File: src/sv/sprite_blit_chroma_scale_core_defines.svh
// ----------------------------------------------------------------------------
// sprite blitter assertion macros
// shared concurrent assertion wrappers, clocked on i_clk, off during reset
// ----------------------------------------------------------------------------
`ifndef SPRITE_BLIT_CHROMA_SCALE_CORE_DEFINES_SVH
`define SPRITE_BLIT_CHROMA_SCALE_CORE_DEFINES_SVH

// property must hold at every rising edge of i_clk out of reset
`define SBCS_ASSERT(lbl, prop, msg) \
    lbl: assert property (@(posedge i_clk) disable iff (!i_rst_n) prop) else $error(msg);

// expression must never be true out of reset
`define SBCS_ASSERT_NEVER(lbl, expr, msg) \
    lbl: assert property (@(posedge i_clk) disable iff (!i_rst_n) !(expr)) else $error(msg);

`endif

File: src/sv/sbcs_pkg.sv
// ----------------------------------------------------------------------------
// sbcs_pkg
// shared constants, register map and control types of the sprite blitter
// ----------------------------------------------------------------------------
`timescale 1ns / 1ps

package sbcs_pkg;

    localparam int SCREEN_W  = 240;
    localparam int SCREEN_H  = 240;
    localparam int MAX_SCALE = 8;
    localparam int FB_SIZE   = SCREEN_W * SCREEN_H;

    localparam int ADDR_W = 5;
    localparam int DATA_W = 32;

    localparam logic [2:0] REG_SPRITE_WIDTH = 3'd0;
    localparam logic [2:0] REG_SCALE_FACTOR = 3'd1;
    localparam logic [2:0] REG_TRANSPARENT  = 3'd2;
    localparam logic [2:0] REG_ORIGIN_ROW   = 3'd3;
    localparam logic [2:0] REG_ORIGIN_COL   = 3'd4;
    localparam logic [2:0] REG_KEY_COLOUR   = 3'd5;

    localparam logic [7:0]  RST_SPRITE_WIDTH = 8'd16;
    localparam logic [3:0]  RST_SCALE_FACTOR = 4'd1;
    localparam logic [15:0] RST_KEY_COLOUR   = 16'h1FF8;

    localparam logic ST_IDLE = 1'b0;
    localparam logic ST_RUN  = 1'b1;

    typedef struct packed {
        logic [7:0]  sprite_width;
        logic [3:0]  scale_factor;
        logic        transparent_mode;
        logic [7:0]  origin_row;
        logic [7:0]  origin_col;
        logic [15:0] key_colour;
    } t_cfg;

    typedef struct packed {
        logic load;
        logic step;
    } t_cmd;

    typedef struct packed {
        logic step_ok;
        logic iter_last;
        logic keyed;
    } t_status;

endpackage

File: src/sv/sprite_blit_chroma_scale_core.sv
// ----------------------------------------------------------------------------
// sprite_blit_chroma_scale_core
// chroma-key sprite blitter with integer scaling, one framebuffer write a beat
// ----------------------------------------------------------------------------
// Source pixels of a square sprite arrive row-major on the input stream; each
// one is expanded into a scale by scale block of framebuffer writes (linear
// address, colour, last-of-pixel flag on tlast, end-of-sprite flag on tuser).
// A pixel that is not keyed occupies the block iterator, one block position per
// cycle, off-screen positions included (they give no beat); a keyed pixel starts
// no block walk. The next pixel is taken in the cycle the last block position is
// issued, so at scale 1 the block sustains one pixel per cycle. Output
// backpressure pauses the iterator. Configure through the apb port only while
// the block is idle.
`timescale 1ns / 1ps
`include "sprite_blit_chroma_scale_core_defines.svh"

module sprite_blit_chroma_scale_core (
    input  logic                          i_clk,
    input  logic                          i_rst_n,
    // apb configuration
    input  logic                          psel,
    input  logic                          penable,
    input  logic                          pwrite,
    input  logic [sbcs_pkg::ADDR_W-1:0]   paddr,
    input  logic [sbcs_pkg::DATA_W-1:0]   pwdata,
    output logic [sbcs_pkg::DATA_W-1:0]   prdata,
    output logic                          pready,
    // source pixel stream
    input  logic                          i_s_tvalid,
    output logic                          o_s_tready,
    input  logic [15:0]                   i_s_tdata,  // [15:0] pixel
    input  logic                          i_s_tuser,  // [0] first
    // framebuffer write stream
    output logic                          o_m_tvalid,
    input  logic                          i_m_tready,
    output logic [31:0]                   o_m_tdata,  // [15:0] fb_addr, [31:16] colour
    output logic                          o_m_tlast,  // run_last
    output logic                          o_m_tuser   // [0] sprite_end
);
    import sbcs_pkg::*;

    t_cfg        w_cfg;
    t_cmd        w_cmd;
    t_status     w_status;
    logic        w_state;
    logic [15:0] w_fb_addr;
    logic [15:0] w_colour;

    sbcs_cfg_regs u_cfg_regs (
        .i_clk   (i_clk),
        .i_rst_n (i_rst_n),
        .psel    (psel),
        .penable (penable),
        .pwrite  (pwrite),
        .paddr   (paddr),
        .pwdata  (pwdata),
        .prdata  (prdata),
        .pready  (pready),
        .o_cfg   (w_cfg)
    );

    sbcs_ctrl u_ctrl (
        .i_clk      (i_clk),
        .i_rst_n    (i_rst_n),
        .i_s_tvalid (i_s_tvalid),
        .o_s_tready (o_s_tready),
        .i_status   (w_status),
        .o_cmd      (w_cmd),
        .o_state    (w_state)
    );

    sbcs_datapath u_datapath (
        .i_clk        (i_clk),
        .i_rst_n      (i_rst_n),
        .i_cfg        (w_cfg),
        .i_cmd        (w_cmd),
        .o_status     (w_status),
        .i_pixel      (i_s_tdata),
        .i_first      (i_s_tuser),
        .i_m_tready   (i_m_tready),
        .o_m_tvalid   (o_m_tvalid),
        .o_fb_addr    (w_fb_addr),
        .o_colour     (w_colour),
        .o_run_last   (o_m_tlast),
        .o_sprite_end (o_m_tuser)
    );

    assign o_m_tdata = {w_colour, w_fb_addr};

    `SBCS_ASSERT(a_addr_in_fb, o_m_tvalid |-> (o_m_tdata[15:0] < 16'(FB_SIZE)), "fb address out of range")
    `SBCS_ASSERT(a_keyed_stays_idle, (w_cmd.load && w_status.keyed) |=> (w_state == ST_IDLE), "keyed pixel started a block")
    `SBCS_ASSERT_NEVER(a_beat_from_run, $rose(o_m_tvalid) && ($past(w_state) != ST_RUN), "write beat without block walk")

endmodule

File: src/sv/sbcs_cfg_regs.sv
// ----------------------------------------------------------------------------
// sbcs_cfg_regs
// apb register file holding sprite geometry, scale and chroma key
// ----------------------------------------------------------------------------
`timescale 1ns / 1ps

module sbcs_cfg_regs (
    input  logic                          i_clk,
    input  logic                          i_rst_n,
    input  logic                          psel,
    input  logic                          penable,
    input  logic                          pwrite,
    input  logic [sbcs_pkg::ADDR_W-1:0]   paddr,
    input  logic [sbcs_pkg::DATA_W-1:0]   pwdata,
    output logic [sbcs_pkg::DATA_W-1:0]   prdata,
    output logic                          pready,
    output sbcs_pkg::t_cfg                o_cfg
);
    import sbcs_pkg::*;

    t_cfg       r_cfg;
    logic [2:0] w_index;
    logic       w_wr;

    assign w_index = paddr[ADDR_W-1:2];
    assign w_wr    = psel && penable && pwrite;
    assign pready  = 1'b1;
    assign o_cfg   = r_cfg;

    always_ff @(posedge i_clk) begin
        if (!i_rst_n) begin
            r_cfg.sprite_width     <= RST_SPRITE_WIDTH;
            r_cfg.scale_factor     <= RST_SCALE_FACTOR;
            r_cfg.transparent_mode <= 1'b0;
            r_cfg.origin_row       <= 8'd0;
            r_cfg.origin_col       <= 8'd0;
            r_cfg.key_colour       <= RST_KEY_COLOUR;
        end else if (w_wr) begin
            unique case (w_index)
                REG_SPRITE_WIDTH: r_cfg.sprite_width     <= pwdata[7:0];
                REG_SCALE_FACTOR: r_cfg.scale_factor     <= pwdata[3:0];
                REG_TRANSPARENT:  r_cfg.transparent_mode <= pwdata[0];
                REG_ORIGIN_ROW:   r_cfg.origin_row       <= pwdata[7:0];
                REG_ORIGIN_COL:   r_cfg.origin_col       <= pwdata[7:0];
                REG_KEY_COLOUR:   r_cfg.key_colour       <= pwdata[15:0];
                default: ;
            endcase
        end
    end

    always_comb begin
        unique case (w_index)
            REG_SPRITE_WIDTH: prdata = {24'd0, r_cfg.sprite_width};
            REG_SCALE_FACTOR: prdata = {28'd0, r_cfg.scale_factor};
            REG_TRANSPARENT:  prdata = {31'd0, r_cfg.transparent_mode};
            REG_ORIGIN_ROW:   prdata = {24'd0, r_cfg.origin_row};
            REG_ORIGIN_COL:   prdata = {24'd0, r_cfg.origin_col};
            REG_KEY_COLOUR:   prdata = {16'd0, r_cfg.key_colour};
            default:          prdata = '0;
        endcase
    end

endmodule

File: src/sv/sbcs_ctrl.sv
// ----------------------------------------------------------------------------
// sbcs_ctrl
// sequencer fsm: takes a pixel and, unless it is keyed, walks its scale by scale block
// ----------------------------------------------------------------------------
`timescale 1ns / 1ps

module sbcs_ctrl (
    input  logic              i_clk,
    input  logic              i_rst_n,
    input  logic              i_s_tvalid,
    output logic              o_s_tready,
    input  sbcs_pkg::t_status i_status,
    output sbcs_pkg::t_cmd    o_cmd,
    output logic              o_state
);
    import sbcs_pkg::*;

    logic r_state;
    logic n_state;
    logic w_done;

    // last block position issued this cycle
    assign w_done     = (r_state == ST_RUN) && i_status.step_ok && i_status.iter_last;
    assign o_s_tready = (r_state == ST_IDLE) || w_done;
    assign o_cmd.load = i_s_tvalid && o_s_tready;
    assign o_cmd.step = (r_state == ST_RUN) && i_status.step_ok;
    assign o_state    = r_state;

    always_comb begin
        n_state = r_state;
        unique case (r_state)
            ST_IDLE: begin
                if (o_cmd.load) begin
                    n_state = i_status.keyed ? ST_IDLE : ST_RUN;
                end
            end
            ST_RUN: begin
                if (w_done) begin
                    if (o_cmd.load && !i_status.keyed) begin
                        n_state = ST_RUN;
                    end else begin
                        n_state = ST_IDLE;
                    end
                end
            end
            default: n_state = ST_IDLE;
        endcase
    end

    always_ff @(posedge i_clk) begin
        if (!i_rst_n) begin
            r_state <= ST_IDLE;
        end else begin
            r_state <= n_state;
        end
    end

endmodule

File: src/sv/sbcs_datapath.sv
// ----------------------------------------------------------------------------
// sbcs_datapath
// source counters, block position iterator, address generation, output register
// ----------------------------------------------------------------------------
`timescale 1ns / 1ps

module sbcs_datapath (
    input  logic              i_clk,
    input  logic              i_rst_n,
    input  sbcs_pkg::t_cfg    i_cfg,
    input  sbcs_pkg::t_cmd    i_cmd,
    output sbcs_pkg::t_status o_status,
    input  logic [15:0]       i_pixel,
    input  logic              i_first,
    input  logic              i_m_tready,
    output logic              o_m_tvalid,
    output logic [15:0]       o_fb_addr,
    output logic [15:0]       o_colour,
    output logic              o_run_last,
    output logic              o_sprite_end
);
    import sbcs_pkg::*;

    localparam logic [3:0]  SCALE_MAX = 4'(MAX_SCALE);
    localparam logic [11:0] ROW_LIM   = 12'(SCREEN_H);
    localparam logic [11:0] COL_LIM   = 12'(SCREEN_W);

    // source position counters
    logic [7:0]  r_src_row;
    logic [7:0]  r_src_col;
    // current pixel and block iterator
    logic [15:0] r_pix;
    logic        r_end;
    logic [11:0] r_row;
    logic [11:0] r_col;
    logic [11:0] r_col_base;
    logic [2:0]  r_si;
    logic [2:0]  r_sj;
    logic [2:0]  r_scale_m1;
    // output register
    logic        r_out_valid;
    logic [15:0] r_fb_addr;
    logic [15:0] r_colour;
    logic        r_run_last;
    logic        r_sprite_end;

    logic [7:0]  w_width;
    logic [3:0]  w_scale;
    logic [7:0]  w_cur_row;
    logic [7:0]  w_cur_col;
    logic [8:0]  w_col_inc;
    logic [8:0]  w_row_inc;
    logic        w_end;
    logic [7:0]  n_src_row;
    logic [7:0]  n_src_col;
    logic [11:0] w_base_r;
    logic [11:0] w_base_c;
    logic        w_wr_ok;
    logic        w_last_row;
    logic        w_last_col;
    logic        w_row_end;
    logic [15:0] w_addr;

    assign w_width   = (i_cfg.sprite_width == 8'd0) ? 8'd1 : i_cfg.sprite_width;
    assign w_scale   = (i_cfg.scale_factor == 4'd0) ? 4'd1 :
                       (i_cfg.scale_factor > SCALE_MAX) ? SCALE_MAX : i_cfg.scale_factor;
    assign w_cur_row = i_first ? 8'd0 : r_src_row;
    assign w_cur_col = i_first ? 8'd0 : r_src_col;
    assign w_col_inc = {1'b0, w_cur_col} + 9'd1;
    assign w_row_inc = {1'b0, w_cur_row} + 9'd1;
    assign w_end     = (w_col_inc >= {1'b0, w_width}) && (w_row_inc >= {1'b0, w_width});

    always_comb begin
        n_src_col = w_col_inc[7:0];
        n_src_row = w_cur_row;
        if (w_col_inc >= {1'b0, w_width}) begin
            n_src_col = 8'd0;
            n_src_row = (w_row_inc >= {1'b0, w_width}) ? 8'd0 : w_row_inc[7:0];
        end
    end

    assign w_base_r = 12'(i_cfg.origin_row) + 12'({4'd0, w_cur_row} * {8'd0, w_scale});
    assign w_base_c = 12'(i_cfg.origin_col) + 12'({4'd0, w_cur_col} * {8'd0, w_scale});

    assign w_wr_ok    = (r_row < ROW_LIM) && (r_col < COL_LIM);
    assign w_last_row = (r_si == r_scale_m1) || (r_row == ROW_LIM - 12'd1);
    assign w_last_col = (r_sj == r_scale_m1) || (r_col == COL_LIM - 12'd1);
    assign w_row_end  = (r_sj == r_scale_m1);
    assign w_addr     = 16'(r_row) * 16'(SCREEN_W) + 16'(r_col);

    assign o_status.step_ok   = !r_out_valid || i_m_tready;
    assign o_status.iter_last = (r_si == r_scale_m1) && (r_sj == r_scale_m1);
    assign o_status.keyed     = i_cfg.transparent_mode && (i_pixel == i_cfg.key_colour);

    always_ff @(posedge i_clk) begin
        if (!i_rst_n) begin
            r_src_row <= 8'd0;
            r_src_col <= 8'd0;
        end else if (i_cmd.load) begin
            r_src_row <= n_src_row;
            r_src_col <= n_src_col;
        end
    end

    always_ff @(posedge i_clk) begin
        if (i_cmd.load) begin
            r_pix      <= i_pixel;
            r_end      <= w_end;
            r_row      <= w_base_r;
            r_col      <= w_base_c;
            r_col_base <= w_base_c;
            r_si       <= 3'd0;
            r_sj       <= 3'd0;
            r_scale_m1 <= 3'(w_scale - 4'd1);
        end else if (i_cmd.step) begin
            if (w_row_end) begin
                r_sj  <= 3'd0;
                r_si  <= r_si + 3'd1;
                r_row <= r_row + 12'd1;
                r_col <= r_col_base;
            end else begin
                r_sj  <= r_sj + 3'd1;
                r_col <= r_col + 12'd1;
            end
        end
    end

    always_ff @(posedge i_clk) begin
        if (!i_rst_n) begin
            r_out_valid <= 1'b0;
        end else if (i_cmd.step && w_wr_ok) begin
            r_out_valid <= 1'b1;
        end else if (i_m_tready) begin
            r_out_valid <= 1'b0;
        end
    end

    always_ff @(posedge i_clk) begin
        if (i_cmd.step && w_wr_ok) begin
            r_fb_addr    <= w_addr;
            r_colour     <= r_pix;
            r_run_last   <= w_last_row && w_last_col;
            r_sprite_end <= r_end;
        end
    end

    assign o_m_tvalid   = r_out_valid;
    assign o_fb_addr    = r_fb_addr;
    assign o_colour     = r_colour;
    assign o_run_last   = r_run_last;
    assign o_sprite_end = r_sprite_end;

endmodule
File: config.mk
export PLATFORM = sky130hd
export DESIGN_NAME = sprite_blit_chroma_scale_core
export DESIGN_NICKNAME = d
export VERILOG_FILES = /design/src/sv/sbcs_pkg.sv /design/src/sv/sprite_blit_chroma_scale_core.sv /design/src/sv/sbcs_cfg_regs.sv /design/src/sv/sbcs_ctrl.sv /design/src/sv/sbcs_datapath.sv
export VERILOG_INCLUDE_DIRS = /design/src /design/src/sv
export SDC_FILE = /design/constraint.sdc
export NUM_CORES = 1
export LEC_CHECK = 0
export BUFFER_PORTS_ARGS = -buffer_cell sky130_fd_sc_hd__buf_2
export CAP_MARGIN = 20
export CORE_MARGIN = 2
export CORE_UTILIZATION = 65
export CTS_CLUSTER_SIZE = 20
export DETAILED_ROUTE_END_ITERATION = 16
export PLACE_DENSITY = 0.87
export SETUP_SLACK_MARGIN = 0.02
export SKIP_CTS_REPAIR_TIMING = 1
export SYNTH_ARGS = -nofsm -noshare
export SYNTH_HDL_FRONTEND = slang
export SYNTH_SLANG_ARGS = --single-unit
export TNS_END_PERCENT = 50
File: constraint.sdc
create_clock -name i_clk -period 8.4 [get_ports i_clk]
set_input_delay 0.84 -clock i_clk [delete_from_list [all_inputs] [get_ports i_clk]]
set_output_delay 0.84 -clock i_clk [all_outputs]
set_load 0.05 [all_outputs]
Yosys cells after proc, flatten, opt, wreduce, memory -nomap -nowiden
Index checks and enable logic that the tools add are counted.

Add/sub/neg operators: 10. Multiply operators: 3. Magnitude comparators: 5. Equality and inequality tests: 10. Multiplexer cells: 23. Bitwise logic cells: 1. Reduce and logical (&&, ||, !) cells: 32.

Operators by type and width (number): 16-bit one-hot mux with 6 select lines (1); 12-bit 2-to-1 mux (6); 8-bit 2-to-1 mux (6); 12-bit by 1-bit adder with 12-bit output, second input constant (2); 8-bit by 12-bit adder with 12-bit output (2); 12-bit by 8-bit equality test with 1-bit output, second input constant (2); 12-bit by 8-bit < comparator with 1-bit output, second input constant (2); 8-bit by 4-bit multiplier with 12-bit output (2); 8-bit by 1-bit adder with 9-bit output, second input constant (2); 9-bit by 8-bit greater-or-equal comparator with 1-bit output (2); 16-bit by 12-bit adder with 16-bit output (1); 16-bit equality test (1); 2-bit AND reduction (8); 1-bit logical AND (12); 12-bit by 4-bit multiplier with 12-bit output, second input constant (1); 8-bit logical NOT (1); 4-bit 2-to-1 mux (2); 3-bit by 1-bit adder with 3-bit output, second input constant (2); 3-bit by 2-bit equality test with 1-bit output, second input constant (2); 3-bit equality test (2); 3-bit equality test, second input constant (2); 1-bit 2-to-1 mux (6); 2-bit nonzero test (3); 4-bit greater-than comparator, second input constant (1); 9 further kinds (13).

Bits in registers: 159. Output and inout bits: 69. Logic and storage cells: 106.

Longest topological paths before layout
Gate-level depths: netlist of the first run.

Depth after elaboration: 10. Gate-level depth with buffers: 20. Depth with buffers taken out: 17.

By module
Synthesis of the first run repeated with hierarchy kept, for this count alone.

Cell total of the unflattened synthesis: 1154. Area total of the unflattened synthesis: 11383.4 um^2.

Modules (own cells, without submodules): sbcs_datapath (times used 1, cells an instance 900, area an instance 9067.4 um^2); sbcs_cfg_regs (times used 1, cells an instance 247, area an instance 2253.4 um^2); sbcs_ctrl (times used 1, cells an instance 7, area an instance 62.6 um^2).

Least setup slack after synthesis of the first run
Ideal clock, no wire load.

Path type: input -> register. Start: input port i_s_tuser. End: register u_datapath.r_row[9], data pin. Setup time: 0.260 ns. Arrival time: 5.098 ns. Required time: 8.140 ns. Path slack: 3.042 ns. Cell stages on the path: 19. Buffers on the path: 3. Cell sequence: clkbuf_1 > inv_1 > clkbuf_1 > buf_1 > nand2_1 > inv_1 > nand2_1 > fa_1 > fa_1 > fa_1 > inv_1 > ha_1 > a21o_1 > a21o_1 > a211oi_1 > o21bai_1 > a21oi_1 > xnor2_1 > mux2_2.

Word-level cells in the longest chain between the ends: 4.

Ends and longest elaborated chain: start, declared (RTL line sprite_blit_chroma_scale_core.sv:32) `input logic i_s_tuser,`; 8-bit 2-to-1 mux (RTL line sbcs_datapath.sv:67) `assign w_cur_row = i_first ? 8'd0 : r_src_row;`; 8-bit by 4-bit multiplier with 12-bit output (RTL line sbcs_datapath.sv:82) `assign w_base_r = 12'(i_cfg.origin_row) + 12'({4'd0, w_cur_row} * {8'd0, w_scale});`; 8-bit by 12-bit adder with 12-bit output (RTL line sbcs_datapath.sv:82); 12-bit 2-to-1 mux (RTL line sbcs_datapath.sv:106) `if (i_cmd.load) begin`; end signal, assigned (RTL line sbcs_datapath.sv:109) `r_row <= w_base_r;`; end signal, assigned (RTL line sbcs_datapath.sv:119) `r_row <= r_row + 12'd1;`; end, declared (RTL line sbcs_datapath.sv:34) `logic [11:0] r_row;`.

No other way between the ends. A chain may end at the register's enable or synchronous reset.

Worst setup path in the final report of the first run
Start: input port i_s_tuser. End: register u_datapath.r_col[9], data pin.

Word-level cells in the longest chain between the ends: 4.

Ends and longest elaborated chain: 8-bit 2-to-1 mux (RTL line sbcs_datapath.sv:68) `assign w_cur_col = i_first ? 8'd0 : r_src_col;`; 8-bit by 4-bit multiplier with 12-bit output (RTL line sbcs_datapath.sv:83) `assign w_base_c = 12'(i_cfg.origin_col) + 12'({4'd0, w_cur_col} * {8'd0, w_scale});`; 8-bit by 12-bit adder with 12-bit output (RTL line sbcs_datapath.sv:83); net u_datapath.w_base_c[9] (RTL line sbcs_datapath.sv:57) `logic [11:0] w_base_c;`; 12-bit 2-to-1 mux (RTL line sbcs_datapath.sv:106); end signal, assigned (RTL line sbcs_datapath.sv:110) `r_col <= w_base_c;`; end signal, assigned (RTL line sbcs_datapath.sv:120) `r_col <= r_col_base;`; end signal, assigned (RTL line sbcs_datapath.sv:123) `r_col <= r_col + 12'd1;`; end, declared (RTL line sbcs_datapath.sv:35) `logic [11:0] r_col;`.

The timed path passes the listed nets, and every way through them passes these cells.

==> impl_metrics.csv, run 1 <==
group,metric,value,unit
global_routing,antenna_found_initial,0,
floorplanning,die-area,0.0184,sq mm
detailed_routing,wl_per_cell,17.6,microns
critical_path,crit_chain,"buf_2, inv_1, nand2_1, inv_1, nand2_1, fa_1, fa_1, fa_1, inv_1, ha_1, a21o_1, a21oi_1, o21a_1, nor2_1, o31ai_1, xnor2_1, a21o_1",
power_and_ir_drop,pwr-share-seq,37.0,%
logic_synthesis,synth_cells,1140,
global_routing,grt_max_degree,88,
logic_synthesis,yosysTopAreaCellShare,24.0,%
clocking,cts.htree.levels,4,
finish,final_area,0.0125,sq mm
finish,fillers,1169,
floorplanning,start_util,65.9,%
floorplanning,core,0.0171,sq mm
power_and_ir_drop,power_leakage,5.47,nW
sta,rsz0062_at_grt,"no",
finish,final_cell_mix,"111 x nand2_1, 99 x inv_1, 94 x buf_2, 92 x ha_1, 90 x edfxtp_1",
floorplanning,num_io_pins,130,
placed_design,portBuffers,94,
clocking,cts_buffers,17,
min_path,hp-class,"flip-flop to flip-flop",
power_and_ir_drop,internal_power,1.71,mW
power_and_ir_drop,p_switching,892,uW
clocking,cts_tree,"yes",
logic_synthesis,netlist_area,0.0113,sq mm
detailed_routing,drc,0,
clocking,cts_buffer_depth,2,
run_status,outcome,"finished, final reports clean",
placed_design,dpl.cell_count,1426,
logic_synthesis,ys_seq_area_share,36.2,%
finish,drive_gt1_share,12.5,%
logic_synthesis,yosys_most_used_dff,"edfxtp_1",
logic_synthesis,synthTopCellsByArea,"edfxtp_1 24%, dfxtp_1 12%, ha_1 10%, fa_1 9.9%, nand2_1 3.7%",
global_routing,grt_pass1_vias,8525,
detailed_routing,dr.pass1.iters,6,
finish,stdcell_count,1459,
global_routing,grtUsageTotal,29.3,%
critical_path,cp-end-kind,"flip-flop",
detailed_routing,drtAntennaViolNets,0,
logic_synthesis,async_reset_ff_share,0,%
sta,fin_tns_setup,0,ps
sta,finalSetupViolCount,0,
clocking,clkLatencyLatePin,450,ps
critical_path,critPathSlowestCell,"fa_1",
detailed_routing,routed_wl,25700,microns
sta,maxSlewViolCount,0,
sta,max_slew.worst_pin.slew,979,ps
finish,nets,1430,
critical_path,path_class,"primary input to flip-flop",
critical_path,worst_path_largest_cell_delay,550,ps
global_routing,grt_pass1_wl,42100,microns
critical_path,cp-startpoint,"i_s_tuser",
critical_path,r2r-start,"u_cfg_regs.o_cfg[36]$_SDFFE_PN0P_",
power_and_ir_drop,power_density,209,mW/mm^2
critical_path,crit_buf_inv,4,
critical_path,startpoint_type,"primary input",
sta,hold_viol,0,
detailed_routing,vias,8627,
finish,final_core_util,72.8,%
critical_path,worstPathArrival,5450,ps
critical_path,crit_required,8600,ps
logic_synthesis,yosysUniqueCellTypes,64,
sta,period_minus_slack,5250,ps
floorplanning,rows,48,
logic_synthesis,synth_top_cell_by_area,"edfxtp_1",
finish,syn2layout_area_growth,10.4,%
sta,finalCritPeriodShare,62.5,%
run,maxCapViolCount,0,
power_and_ir_drop,p_sw_share,34.3,%
sta,finClkSkew,11.6,ps
power_and_ir_drop,clkPwrFrac,31.3,%
placed_design,post_dp_cell_area,0.0118,sq mm
clocking,clockRootBuffer,"clkbuf_16",
placed_design,hpwl,18700,microns
floorplanning,die_h,136,microns
power_and_ir_drop,pwr-share-comb,31.7,%
sta,fmax,0.190,GHz
clocking,clkTransAtPathRegs,80,ps
logic_synthesis,synth-seq-cells,159,
critical_path,critical_path_peak_fanout,20,
finish,final_common_cell,"nand2_1",
logic_synthesis,synth_edf_count,90,
sta,slew_headroom,34.7,%
power_and_ir_drop,max-vdd-ir-drop,0.174,mV
finish,antenna_cells,0,
placed_design,gp_congestion,0.934,
critical_path,path_delay_family,"adder cells",
global_routing,grt_overflow,0,
clocking,cts_sinks,159,
detailed_routing,drt_iter0_drc,845,
min_path,hp-start,"u_datapath.r_pix[11]$_DFFE_PP_",
sta,holdWs,415,ps
logic_synthesis,yosysWarnings,0,
floorplanning,fp.dieW,136,microns
logic_synthesis,postSynthAreaPerCell,9.89,sq um
detailed_routing,viasPerCell,5.91,
==> cells in the mapped netlist, types with 5 or more instances <==
cell type	count
a211oi_1	9
a21boi_0	18
a21o_1	20
a21oi_1	27
a22oi_1	9
a31oi_1	5
and2_1	21
and3_1	6
buf_2	6
buf_4	20
clkbuf_1	23
dfxtp_1	69
edfxtp_1	90
fa_1	56
ha_1	92
inv_1	100
mux2i_1	37
nand2_1	111
nand2b_1	10
nand3_1	52
nand4_1	8
nor2_1	84
nor2b_1	43
nor3_1	14
nor4_1	5
o21a_1	10
o21ai_0	34
o21bai_1	5
o22ai_1	12
or2_2	5
xnor2_1	47
xor2_1	39
==> flip-flops by register name (all words and copies together), names as in the netlist, 8 cells and up <==
signal,count
u_cfg_regs.o_cfg,45
u_datapath.o_colour,16
u_datapath.o_fb_addr,16
u_datapath.r_pix,16
u_datapath.r_col,12
u_datapath.r_col_base,12
u_datapath.r_row,12
u_datapath.r_src_col,8
u_datapath.r_src_row,8
==> metrics by stage <==
stage	power (mW)	worst slack [ps]
finish	2.60	3150
global route	2.73	2880
CTS	2.60	3210
detailed placement	1.78	2770
global placement	1.73	2900
floorplan	1.63	3040
==> routing by layer <==
layer,wire length (microns),vias to the layer above,global-route usage (%)
li1,-,4040,-
met1,10500,4140,37.0
met2,12800,382,50.6
met3,1710,65,4.98
met4,699,0,11.2
met5,0,-,0
==> cell families after synthesis <==
group | count (synthesis) | share of synthesized area [%]
AOI/OAI and AO/OA | 172 | 10.3
xor gates and xnor gates | 89 | 7.11
adders and majority gates | 148 | 20.1
buffers and inverters | 153 | 5.89
DFF | 159 | 36.2
muxes | 42 | 4.08
other | 2 | 0.0666
and+or+nand+nor | 375 | 16.2
==> worst paths after layout <==
| check | to | slack [ps] | cells after the start |
|---|---|---|---|
| min reg2reg | u_datapath.o_colour[11]$_DFFE_PP_ | 420 | 0 |
| max reg2reg | u_datapath.r_row[9]$_DFFE_PP_ | 3510 | 15 |
| max | u_datapath.r_col[9]$_DFFE_PP_ | 3150 | 17 |
| min | u_datapath.o_colour[11]$_DFFE_PP_ | 420 | 0 |
==> power by group through the flow <==
stage	combinational, mW	sequential (mW)	clock [mW]
2_1_floorplan	0.663	0.968	0
3_3_place_gp	0.757	0.975	0
3_5_place_dp	0.804	0.978	0
4_1_cts	0.823	0.962	0.814
5_1_grt	0.920	0.968	0.842
6_report	0.826	0.963	0.814
==> layout make-up <==
type	count	area, sq um	area share [%]
clock inverters	15	189	1.52
inverters	100	375	3.01
clock buffers	17	425	3.42
multi-input cells	843	6590	52.9
flip-flops and latches	159	4080	32.8
repair buffers	100	515	4.14
well taps	225	282	2.26
Power figures use the tool's default switching activity.
==> run 2: changes to the inputs <==
Settings changed: ABC_AREA set to 1, CORE_UTILIZATION 65 to 54, PLACE_DENSITY 0.87 to 0.78.
Clock period 8.4 ns to 4.56 ns, I/O delays scaled along.
==> run 2 against run 1 <==
Hold slack worse by 200 ps; clock power is 74% higher; combinational power is 110% higher; sequential power is 85% higher; die area is 20% higher; non-clock buffer count is 9 higher; flip-flop and latch count stayed put; area after synthesis is 0.64% higher; register-to-register slack worse by 3200 ps; largest power group unchanged; highest routed layer unchanged.
==> impl_metrics.csv, run 2 <==
group,metric,value,unit
global_routing,grt-busiest-layer,"met2",
critical_path,crit_required,4840,ps
floorplanning,die_h,149,microns
finish,largest_reg_flops,45,
detailed_routing,routed_wl,25900,microns
detailed_routing,vias,9249,
floorplanning,fp.dieW,149,microns
finish,final_area,0.0126,sq mm
critical_path,critPathSlowestCell,"fa_1",
finish,fillers,1745,
critical_path,critical_path_peak_fanout,10,
power_and_ir_drop,p_sw_share,37.1,%
placed_design,gp_congestion,0.941,
placed_design,portBuffers,94,
global_routing,grt_pass1_vias,8868,
critical_path,startpoint_type,"flip-flop",
power_and_ir_drop,internal_power,3.12,mW
floorplanning,core,0.0208,sq mm
placed_design,post_dp_cell_area,0.0121,sq mm
sta,max_slew.worst_pin.slew,837,ps
clocking,cts.htree.levels,4,
finish,drive_gt1_share,11.5,%
logic_synthesis,yosys_most_used_dff,"edfxtp_1",
power_and_ir_drop,pwr-share-comb,35.6,%
detailed_routing,wl_per_cell,15.0,microns
critical_path,crit_chain,"inv_1, nand2_2, inv_1, nand2_1, fa_1, fa_1, fa_1, inv_1, ha_1, a21oi_1, nand2_1, a21oi_1, o21bai_1, or2_1, and2_1, o21ai_1",
logic_synthesis,synthTopCellsByArea,"edfxtp_1 24%, dfxtp_1 12%, ha_1 10%, fa_1 9.9%, nand2_1 7.7%",
critical_path,worstPathArrival,4480,ps
sta,slew_headroom,44.1,%
global_routing,met2_usage,39.2,%
sta,finalSetupViolCount,0,
clocking,clkLatencyLatePin,440,ps
logic_synthesis,postSynthAreaPerCell,8.48,sq um
critical_path,cp-end-kind,"flip-flop",
logic_synthesis,synth_edf_count,90,
clocking,cts_buffer_depth,2,
sta,fmax,0.238,GHz
global_routing,grtUsageTotal,24.2,%
sta,hold_viol,0,
logic_synthesis,netlist_area,0.0114,sq mm
clocking,clockRootBuffer,"clkbuf_16",
detailed_routing,viasPerCell,5.37,
finish,nets,1644,
sta,finClkSkew,11.2,ps
sta,fin_tns_setup,0,ps
logic_synthesis,synth_cells,1338,
detailed_routing,drt_iter0_drc,760,
clocking,cts_tree,"yes",
critical_path,path_class,"flip-flop to flip-flop",
floorplanning,start_util,54.5,%
finish,syn2layout_area_growth,11.4,%
global_routing,grt_pass1_wl,42600,microns
floorplanning,rows,53,
sta,finalCritPeriodShare,92.2,%
sta,rsz0062_at_grt,"no",
detailed_routing,drtAntennaViolNets,0,
clocking,cts_buffers,17,
logic_synthesis,synth.most_common_cell,"nand2_1",
run,maxCapViolCount,0,
global_routing,grt_max_degree,86,
placed_design,post-place-ws,124,ps
finish,final_cell_mix,"231 x nand2_1, 209 x inv_1, 124 x nor2_1, 98 x a21oi_1, 94 x buf_2",
logic_synthesis,ys_seq_area_share,36.0,%
logic_synthesis,async_reset_ff_share,0,%
logic_synthesis,synth_top_cell_by_area,"edfxtp_1",
global_routing,antenna_found_initial,0,
logic_synthesis,yosysUniqueCellTypes,51,
finish,final_core_util,60.7,%
global_routing,use_met3,3.33,%
finish,final_common_cell,"nand2_1",
sta,period_minus_slack,4200,ps
logic_synthesis,ys_top_cells_by_count,"232 x nand2_1, 209 x inv_1, 124 x nor2_1",
logic_synthesis,yosysWarnings,0,
floorplanning,die-area,0.0222,sq mm
sta,maxSlewViolCount,0,
placed_design,hpwl,19700,microns
logic_synthesis,synth-seq-cells,159,
clocking,cts_sinks,159,
finish,antenna_cells,0,
clocking,clkTransAtPathRegs,70,ps
power_and_ir_drop,clkPwrFrac,28.6,%
global_routing,grt_overflow,0,
power_and_ir_drop,power_density,392,mW/mm^2
power_and_ir_drop,max-vdd-ir-drop,0.311,mV
detailed_routing,drc,0,
power_and_ir_drop,p_switching,1.84,mW
floorplanning,num_io_pins,130,
sta,fin_ws,357,ps
min_path,hp-class,"primary input to flip-flop",
power_and_ir_drop,power_leakage,5.97,nW
power_and_ir_drop,pwr-share-seq,35.9,%
run_status,outcome,"finished, final reports clean",
logic_synthesis,yosysTopAreaCellShare,23.8,%
detailed_routing,dr.pass1.iters,5,
global_routing,grt.met1_usage,32.7,%
critical_path,worst_path_largest_cell_delay,520,ps
## run 2: logic make-up (layout without fill, tap and decap cells)
group	after synthesis	in the layout	synth area share [%]
AO/OA/AOI/OAI	235	235	11.4
XOR/XNOR	70	70	5.40
adder cells (fa/ha/maj)	148	148	20.0
buffers and inverters	258	353	9.52
flip-flops	159	159	36.0
other	2	17	0.0662
AND/OR/NAND/NOR	466	466	17.6
## run 2: worst paths after layout
| kind | from | to | slack [ps] | cells after the start |
|---|---|---|---|---|
| setup / recovery | u_cfg_regs.o_cfg[36]$_SDFFE_PN0P_ | u_datapath.r_col[8]$_DFFE_PP_ | 360 | 16 |
| hold / removal | i_s_tdata[7] | u_datapath.r_pix[7]$_DFFE_PP_ | 210 | 1 |
| setup reg to reg | u_cfg_regs.o_cfg[36]$_SDFFE_PN0P_ | u_datapath.r_col[8]$_DFFE_PP_ | 360 | 16 |
| hold reg to reg | u_datapath.r_pix[3]$_DFFE_PP_ | u_datapath.o_colour[3]$_DFFE_PP_ | 420 | 0 |
## run 2: worst max-delay path: cells and delay by family (launching register included)
family                     cells  cell delay [ps]
buffers and inverters          3              250
DFF                            1              480
adders and majority gates      4             1870
AOI/OAI and AO/OA              4              680
and+or+nand+nor                5              760
## run 2: through the flow
step,instances,hold WS [ps],total power [mW]
3_5_place_dp,1691,405,3.56
4_1_cts,1723,205,4.97
3_3_place_gp,1691,401,3.48
2_1_floorplan,1353,400,3.23
6_report,1723,212,4.96
5_1_grt,1723,208,5.32
## run 2: cell type report
class	instances	area [sq um]	area share, %
repair buffers	109	583	4.61
inverters	212	801	6.33
well taps	275	344	2.72
multi-input cells	936	6240	49.4
clock buffers	17	425	3.36
flip-flops and latches	159	4080	32.3
clock inverters	15	168	1.33
## run 2: power groups by stage
stage	logic, mW	clock network [mW]	registers (mW)
floorplan	1.43	0	1.80
global placement	1.68	0	1.81
detailed placement	1.75	0	1.81
CTS	1.76	1.43	1.78
global route	2.05	1.49	1.79
finish	1.76	1.42	1.78
## run 2: per-layer routing
| metal | wire, microns | vias up | share of wire, % |
|---|---|---|---|
| met2 | 11900 | 324 | 46 |
| met3 | 1850 | 54 | 7.1 |
| met5 | 0 | - | 0 |
| met1 | 11300 | 4335 | 44 |
| met4 | 805 | 0 | 3.1 |
| li1 | - | 4536 | - |
